**src/rtl/iwtf_pkg.sv**
```systemverilog
// Shared types, constants and controller commands for the waveform trap force block.
`default_nettype none

package iwtf_pkg;

  // Default waveform table depth.
  localparam int TABLE_DEPTH_DEF = 1024;

  // Field widths.
  localparam int CNT_W      = 11;
  localparam int PHASE_W    = 32;
  localparam int SAMPLE_W   = 16;
  localparam int COEF_W     = 32;
  localparam int POS_W      = 32;
  localparam int LOAD_IDX_W = 10;

  // Stream and register port widths.
  localparam int IN_DATA_W  = 160;
  localparam int IN_USER_W  = 2;
  localparam int OUT_DATA_W = 112;
  localparam int OUT_USER_W = 3;
  localparam int ADDR_W     = 4;
  localparam int REG_W      = 32;

  localparam logic [CNT_W-1:0] POINT_COUNT_RST = 11'd1024;

  localparam logic signed [POS_W-1:0] FORCE_MAX = 32'sh7FFF_FFFF;
  localparam logic signed [POS_W-1:0] FORCE_MIN = 32'sh8000_0000;

  typedef enum logic [1:0] {
    REG_POINT_COUNT = 2'd0,
    REG_Q_COEF      = 2'd1,
    REG_A_COEF      = 2'd2
  } reg_idx_t;

  typedef enum logic [1:0] {
    OP_LOAD  = 2'd0,
    OP_STEP  = 2'd1,
    OP_FORCE = 2'd2
  } op_t;

  typedef enum logic [1:0] {
    AXIS_X = 2'd0,
    AXIS_Y = 2'd1,
    AXIS_Z = 2'd2
  } axis_t;

  // Operand selection of the shared multiplier.
  typedef enum logic [2:0] {
    MUL_NONE,
    MUL_PHASE,
    MUL_MIX,
    MUL_T,
    MUL_LO,
    MUL_HI
  } mul_sel_t;

  typedef enum logic [3:0] {
    S_IDLE,
    S_PH_MUL,
    S_RD_LO,
    S_RD_HI,
    S_MIX_MUL,
    S_MIX_END,
    S_T_MUL,
    S_T_CAP,
    S_COEF,
    S_F_LO,
    S_F_HI,
    S_F_END,
    S_OUT
  } state_t;

  // Commands from the controller to the datapath.
  typedef struct packed {
    logic     take;
    logic     load_wr;
    logic     phase_add;
    mul_sel_t mul_sel;
    logic     rd_lo;
    logic     rd_hi;
    logic     mix_end;
    logic     t_cap;
    logic     coef_ld;
    logic     lo_cap;
    logic     f_end;
    logic     out_ld;
    axis_t    axis;
  } cmd_t;

endpackage

`default_nettype wire

```
**src/rtl/iwtf_ctrl.sv**
```systemverilog
// Controller state machine that sequences loads, time steps and force queries.
`default_nettype none

module iwtf_ctrl import iwtf_pkg::*; (
  input  logic clk,
  input  logic rst,
  input  logic s_tvalid,
  input  op_t  op,
  input  logic m_tready,
  output logic s_tready,
  output logic m_tvalid,
  output cmd_t cmd
);

  state_t state, state_next;
  axis_t  axis, axis_next;
  logic   m_tvalid_next;

  always_ff @(posedge clk) begin
    if (rst) begin
      state    <= S_IDLE;
      axis     <= AXIS_X;
      m_tvalid <= 1'b0;
    end else begin
      state    <= state_next;
      axis     <= axis_next;
      m_tvalid <= m_tvalid_next;
    end
  end

  // Next state.
  always_comb begin
    state_next = state;
    axis_next  = axis;
    case (state)
      S_IDLE: begin
        if (s_tvalid) begin
          case (op)
            OP_STEP:  state_next = S_PH_MUL;
            OP_FORCE: state_next = S_T_MUL;
            default:  state_next = S_OUT;
          endcase
        end
      end
      S_PH_MUL:  state_next = S_RD_LO;
      S_RD_LO:   state_next = S_RD_HI;
      S_RD_HI:   state_next = S_MIX_MUL;
      S_MIX_MUL: state_next = S_MIX_END;
      S_MIX_END: state_next = S_OUT;
      S_T_MUL:   state_next = S_T_CAP;
      S_T_CAP: begin
        state_next = S_COEF;
        axis_next  = AXIS_X;
      end
      S_COEF:    state_next = S_F_LO;
      S_F_LO:    state_next = S_F_HI;
      S_F_HI:    state_next = S_F_END;
      S_F_END: begin
        case (axis)
          AXIS_X: begin
            state_next = S_COEF;
            axis_next  = AXIS_Y;
          end
          AXIS_Y: begin
            state_next = S_COEF;
            axis_next  = AXIS_Z;
          end
          default: state_next = S_OUT;
        endcase
      end
      S_OUT: begin
        if (!m_tvalid || m_tready) begin
          state_next = S_IDLE;
        end
      end
      default: state_next = S_IDLE;
    endcase
  end

  // Outputs.
  always_comb begin
    cmd         = '0;
    cmd.mul_sel = MUL_NONE;
    cmd.axis    = axis;
    s_tready    = 1'b0;
    case (state)
      S_IDLE: begin
        s_tready      = 1'b1;
        cmd.take      = s_tvalid;
        cmd.load_wr   = s_tvalid && (op == OP_LOAD);
        cmd.phase_add = s_tvalid && (op == OP_STEP);
      end
      S_PH_MUL:  cmd.mul_sel = MUL_PHASE;
      S_RD_LO:   cmd.rd_lo   = 1'b1;
      S_RD_HI:   cmd.rd_hi   = 1'b1;
      S_MIX_MUL: cmd.mul_sel = MUL_MIX;
      S_MIX_END: cmd.mix_end = 1'b1;
      S_T_MUL:   cmd.mul_sel = MUL_T;
      S_T_CAP:   cmd.t_cap   = 1'b1;
      S_COEF:    cmd.coef_ld = 1'b1;
      S_F_LO:    cmd.mul_sel = MUL_LO;
      S_F_HI: begin
        cmd.mul_sel = MUL_HI;
        cmd.lo_cap  = 1'b1;
      end
      S_F_END:   cmd.f_end   = 1'b1;
      S_OUT:     cmd.out_ld  = !m_tvalid || m_tready;
      default:   cmd.out_ld  = 1'b0;
    endcase
  end

  always_comb begin
    if (cmd.out_ld) begin
      m_tvalid_next = 1'b1;
    end else if (m_tready) begin
      m_tvalid_next = 1'b0;
    end else begin
      m_tvalid_next = m_tvalid;
    end
  end

endmodule

`default_nettype wire

```
**config.mk**
```make
export PLATFORM = sky130hd
export DESIGN_NAME = iwtf_ctrl
export DESIGN_NICKNAME = d
export VERILOG_FILES = /design/src/rtl/iwtf_pkg.sv /design/src/rtl/iwtf_ctrl.sv
export SDC_FILE = /design/constraint.sdc
export NUM_CORES = 1
export LEC_CHECK = 0
export BUFFER_PORTS_ARGS = -buffer_cell sky130_fd_sc_hd__buf_4
export CELL_PAD_IN_SITES_DETAIL_PLACEMENT = 1
export CELL_PAD_IN_SITES_GLOBAL_PLACEMENT = 1
export CORE_AREA = 3 3 46 48
export CTS_BUF_LIST = sky130_fd_sc_hd__clkbuf_2
export DETAILED_ROUTE_END_ITERATION = 10
export DIE_AREA = 0 0 49 51
export GPL_TIMING_DRIVEN = 0
export PLACE_DENSITY_LB_ADDON = 0.1
export SETUP_SLACK_MARGIN = 0.4
export SLEW_MARGIN = 40
export SYNTH_ARGS = -nofsm -noshare
export SYNTH_HDL_FRONTEND = slang
export SYNTH_SLANG_ARGS = --single-unit
```
**constraint.sdc**
```tcl
create_clock -name clk -period 1.4 [get_ports clk]
set_input_delay 0.28 -clock clk [delete_from_list [all_inputs] [get_ports clk]]
set_output_delay 0.28 -clock clk [all_outputs]
set_load 0.01 [all_outputs]
```
==> results of run 1 <==
logic make-up after synthesis:
| family | Yosys count |
|---|---|
| and+or+nand+nor | 39 |
| DFF | 7 |
| AOI/OAI and AO/OA | 18 |
| adders and majority gates | 3 |
| buffers and inverters | 12 |
cells in the mapped netlist (all sizes together):
library cell,n,area [um2]
dfxtp,7,140
nor3,5,30.0
a21oi,8,40.0
nand2,3,13.8
or3,1,6.26
inv,6,22.5
nor3b,2,15.0
o21ai,5,25.0
nand2b,3,26.3
buf,6,42.5
nor2b,1,6.26
nor4b,1,15.0
o22ai,2,12.5
and2,1,6.26
nand4,1,6.26
and4b,1,10.0
nor2,13,51.3
ha,3,37.5
nand3,2,10.0
a31oi,2,12.5
and3,2,12.5
a31o,1,8.76
nor4,3,18.8
through the flow:
step | cell area (um2) | setup slack (ps) | cells | hold WS [ps]
detailed placement | 942 | 18.9 | 127 | 488
floorplan | 738 | 200 | 79 | 342
global placement | 942 | 42.7 | 127 | 484
==> flow_summary.toml, run 1 <==
[cts]
cts.repair.resized = 45
numCtsBuffers = 3
ctsLongestPathBuffers = 2
cts_hold_buffers = 0
htree_levels = 1
post-cts-setup-buffers = 21
clock-sinks = 7
root_buffer = "clkbuf_2"

[synthesis]
yosys.cell_types.count = 29
synthAdderAreaFrac_pct = 6.59
mappedNetlistNets = 88
syn_avg_cell_area_um2 = 7.21
yosys_warnings = 0
post_synth_mux_area_share_pct = 0
ys_ff_latch = 7
synth_top_family_by_area = "simple AND/OR/NAND/NOR gates"
synth-compound-area-share_pct = 17.4
synth_area_um2 = 569
synth_simple_gate_area_share_pct = 40.0
synthXorXnorAreaFrac_pct = 0
synthCells = 79
seq_area_frac_synth_pct = 24.6

[placed_design]
gp_congestion = 0.793
portBuffers = 23
dp_hpwl_um = 1360

[status]
lastStage = "clock tree synthesis"
status = "stopped before the end"
error = "[ERROR DPL-0033] detailed placement checks failed during check placement."

[floorplanning]
die_h_um = 51
die_w_um = 49
io_pins = 24
row_count = 15
start_util_pct = 32.6
==> run 2, diff against run 1 <==
CELL_PAD_IN_SITES_DETAIL_PLACEMENT = unset   (was 1)
CELL_PAD_IN_SITES_GLOBAL_PLACEMENT = unset   (was 1)
CORE_AREA = 3 3 64 66   (was 3 3 46 48)
CTS_BUF_LIST = unset   (was sky130_fd_sc_hd__clkbuf_2)
DIE_AREA = 0 0 67 69   (was 0 0 49 51)
PLACE_DENSITY_LB_ADDON = 0.15   (was 0.1)
SETUP_SLACK_MARGIN = unset   (was 0.4)
==> run 2 against run 1 <==
Synthesized area is the same. The flow now finishes, with violations (setup timing). Synthesized cell count is the same.
==> flow_summary.toml, run 2 <==
[status]
status = "finished with violations"
violations = "setup timing"

[floorplanning]
core_um2 = 3630
die_h_um = 69
start_util_pct = 15.7
die_w_um = 67
row_count = 22
die_area_um2 = 4620
io_pins = 24

[timing]
finalClockSkew_ps = 5.43
rsz0062_at_grt = "yes"
clock.fmax_mhz = 662
layout_min_cycle_time_ps = 1510
setup_viol = 13
drv_slew = 0
max-slew-margin-rel_pct = 74.8
worstMarginPinSlew_ps = 374
fin_crit_sh_pct = 108
final_hold_viol_count = 0
finalWorstSetupSlack_ps = -111

[synthesis]
synth-compound-area-share_pct = 17.4
yosys_warnings = 0
synth_area_um2 = 569
synth_top_area_share_pct = 24.6
synth_edf_count = 0
yosys.cell_types.count = 29
yosys-top-cells-area = "dfxtp_1, nor2_1, a21oi_1, buf_4, ha_1"
synthCells = 79
syn_avg_cell_area_um2 = 7.21
post_synth_mux_area_share_pct = 0
synthAdderAreaFrac_pct = 6.59
ys_ff_latch = 7
synth_common_cells = "nor2_1, a21oi_1, dfxtp_1"
async_reset_ff_share_pct = 0
synthFlopType = "dfxtp_1"
synth_simple_gate_area_share_pct = 40.0
synthXorXnorAreaFrac_pct = 0
yosysMostFrequentCell = "nor2_1"
seq_area_frac_synth_pct = 24.6
synth_top_family_by_area = "simple AND/OR/NAND/NOR gates"
mappedNetlistNets = 88
synth_top_area_cell = "dfxtp_1"

[final_layout]
largest_register = "state"
syn2layout_area_growth_pct = 94.3
final_cell_mix = "buf_4, buf_6, nor2_1, a21oi_1, inv_1"
final_common_cell = "buf_4"
num-nets-final = 133
largestRegisters = "state (4), axis (2), m_tvalid (1)"
stdcell_count = 171
n_antenna_cell = 0
stdcell_area_um2 = 1110
largest_reg_flops = 4
drive_above_1_share_pct = 59.3

[cts]
ctsLongestPathBuffers = 2
worstSkewPairLatency_ps = 230
numCtsBuffers = 3
htree_levels = 1
clk_pin_slew_ps = 40
cts_tree = "yes"
clock-sinks = 7
root_buffer = "clkbuf_8"

[pwr]
clock_power_share_pct = 11.1
p_int_uw = 1520
switchingPower_uw = 1030
swShare_pct = 40.4
p_seq_share_pct = 13.1
comb_power_share_pct = 75.8
vdd_drop_max_mv = 0.506
leakage_uw = 0.000494
powerDensity_nw_per_um2 = 2310

[setup_path]
regToRegSetupSlack_ps = 80
crit_fanout = 7
reg2reg_to = "state[2]$_SDFFE_PP0P_"
critPathCaptureType = "primary output"
crit_type = "reg2out"
worstPathRequired_ps = 1120
rr_worst_depth = 6
timing.rr.start = "state[2]$_SDFFE_PP0P_"
max_stage_delay_ps = 320
path_cells = "buf_6 -> nand2b_4 -> nor2_4 -> a21oi_2 -> o22ai_2 -> buf_4"
crit_slowest_cell = "dfxtp_2"
cp_data_arrival_time_ps = 1230
cp-start-kind = "flop"

[placed_design]
place_inst = 150
dp_hpwl_um = 1360
placed_cell_area_um2 = 802
gp_congestion = 0.728
portBuffers = 23
pre_cts_ws_ps = -96.4

[global_routing]
grt_pass1_vias = 730
grt_overflow = 0
antenna_found_initial = 0
grt_pass1_wl_um = 3380
grt_start_max_net_pins = 11
track_usage_pct = 9.38

[min_path]
whs_path_depth = 2
worst_hold_path_type = "in2reg"
holdCritStartpoint = "rst"
hold_end = "state[3]$_SDFFE_PP0P_"

[detailed_routing]
first_iter_violations = 12
ant_nets = 0
via_count = 734
first_pass_iters = 4
wl_per_cell_um = 11.7
vias_per_cell = 4.29
remaining_drc_errors = 0
wl_um = 2010

[job]
max-cap-violations = 0
-- run 2: cell counts after synthesis --
Identical to the previous run, type by type.
-- run 2: routing by layer --
layer | vias to the layer above | wire [um] | track usage, %
li1 | 366 | - | -
met1 | 346 | 947 | 12.0
met2 | 20 | 921 | 14.1
met3 | 2 | 111 | 2.12
met4 | 0 | 28 | 5.41
met5 | - | 0 | 0
-- run 2: how the worst max path moves through the flow --
stage                     startpoint      end  cells past startpoint
2_1_floorplan  state[0]$_SDFFE_PP0P_  cmd[13]                      5
3_3_place_gp   state[0]$_SDFFE_PP0P_  cmd[10]                      6
3_5_place_dp   state[0]$_SDFFE_PP0P_  cmd[10]                      6
4_1_cts        state[1]$_SDFFE_PP0P_  cmd[10]                      6
5_1_grt        state[0]$_SDFFE_PP0P_  cmd[10]                      6
6_report       state[1]$_SDFFE_PP0P_  cmd[10]                      6
-- run 2: power by group through the flow --
stage	logic, uW	registers (uW)	clock network (uW)
4_1_cts	1850	332	294
2_1_floorplan	706	301	0
3_5_place_dp	1080	313	0
6_report	1940	335	284
5_1_grt	2080	343	313
3_3_place_gp	1080	312	0
-- run 2: layout make-up --
| type | count | area, um2 |
|---|---|---|
| Clock buffer | 4 | 45.0 |
| Tap cell | 48 | 60.1 |
| Sequential cell | 7 | 149 |
| Inverter | 6 | 22.5 |
| Buffer | 5 | 60.1 |
| Multi-Input combinational cell | 60 | 447 |
| Fill cell | 412 | 2530 |
| Timing Repair Buffer | 41 | 323 |
-- run 2: cells by family (layout without fill, tap and decap cells) --
group | count (synthesis) | count (layout)
adder cells (fa/ha/maj) | 3 | 3
AND/OR/NAND/NOR | 39 | 39
flip-flops | 7 | 7
buffers and inverters | 12 | 56
AO/OA/AOI/OAI | 18 | 18
-- run 2: critical path, delay by kind of cell (launching register included) --
kind	cells	cell delay, ps
compound gates	2	200
buf+inv	2	300
simple gates	2	200
flops	1	320
-- run 2: metrics by stage --
step | util [%] | power [uW] | hold slack (ps) | TNS (ps)
floorplan | - | 1010 | 349 | 0
global placement | 22.1 | 1390 | 500 | -180
detailed placement | 22.1 | 1390 | 502 | -180
CTS | 29.6 | 2480 | 256 | -558
global route | 30.4 | 2740 | 268 | -1630
finish | 30.4 | 2560 | 266 | -669
-- run 2: what timing repair did --
action	in CTS	in global routing
buffers inserted	18	0
gates resized for setup	28	8
hold buffers	0	0
setup endpoints to repair	14	16
cloned	0	0
pin swaps	5	6
Note: power is estimated with default switching activity, not from simulation.
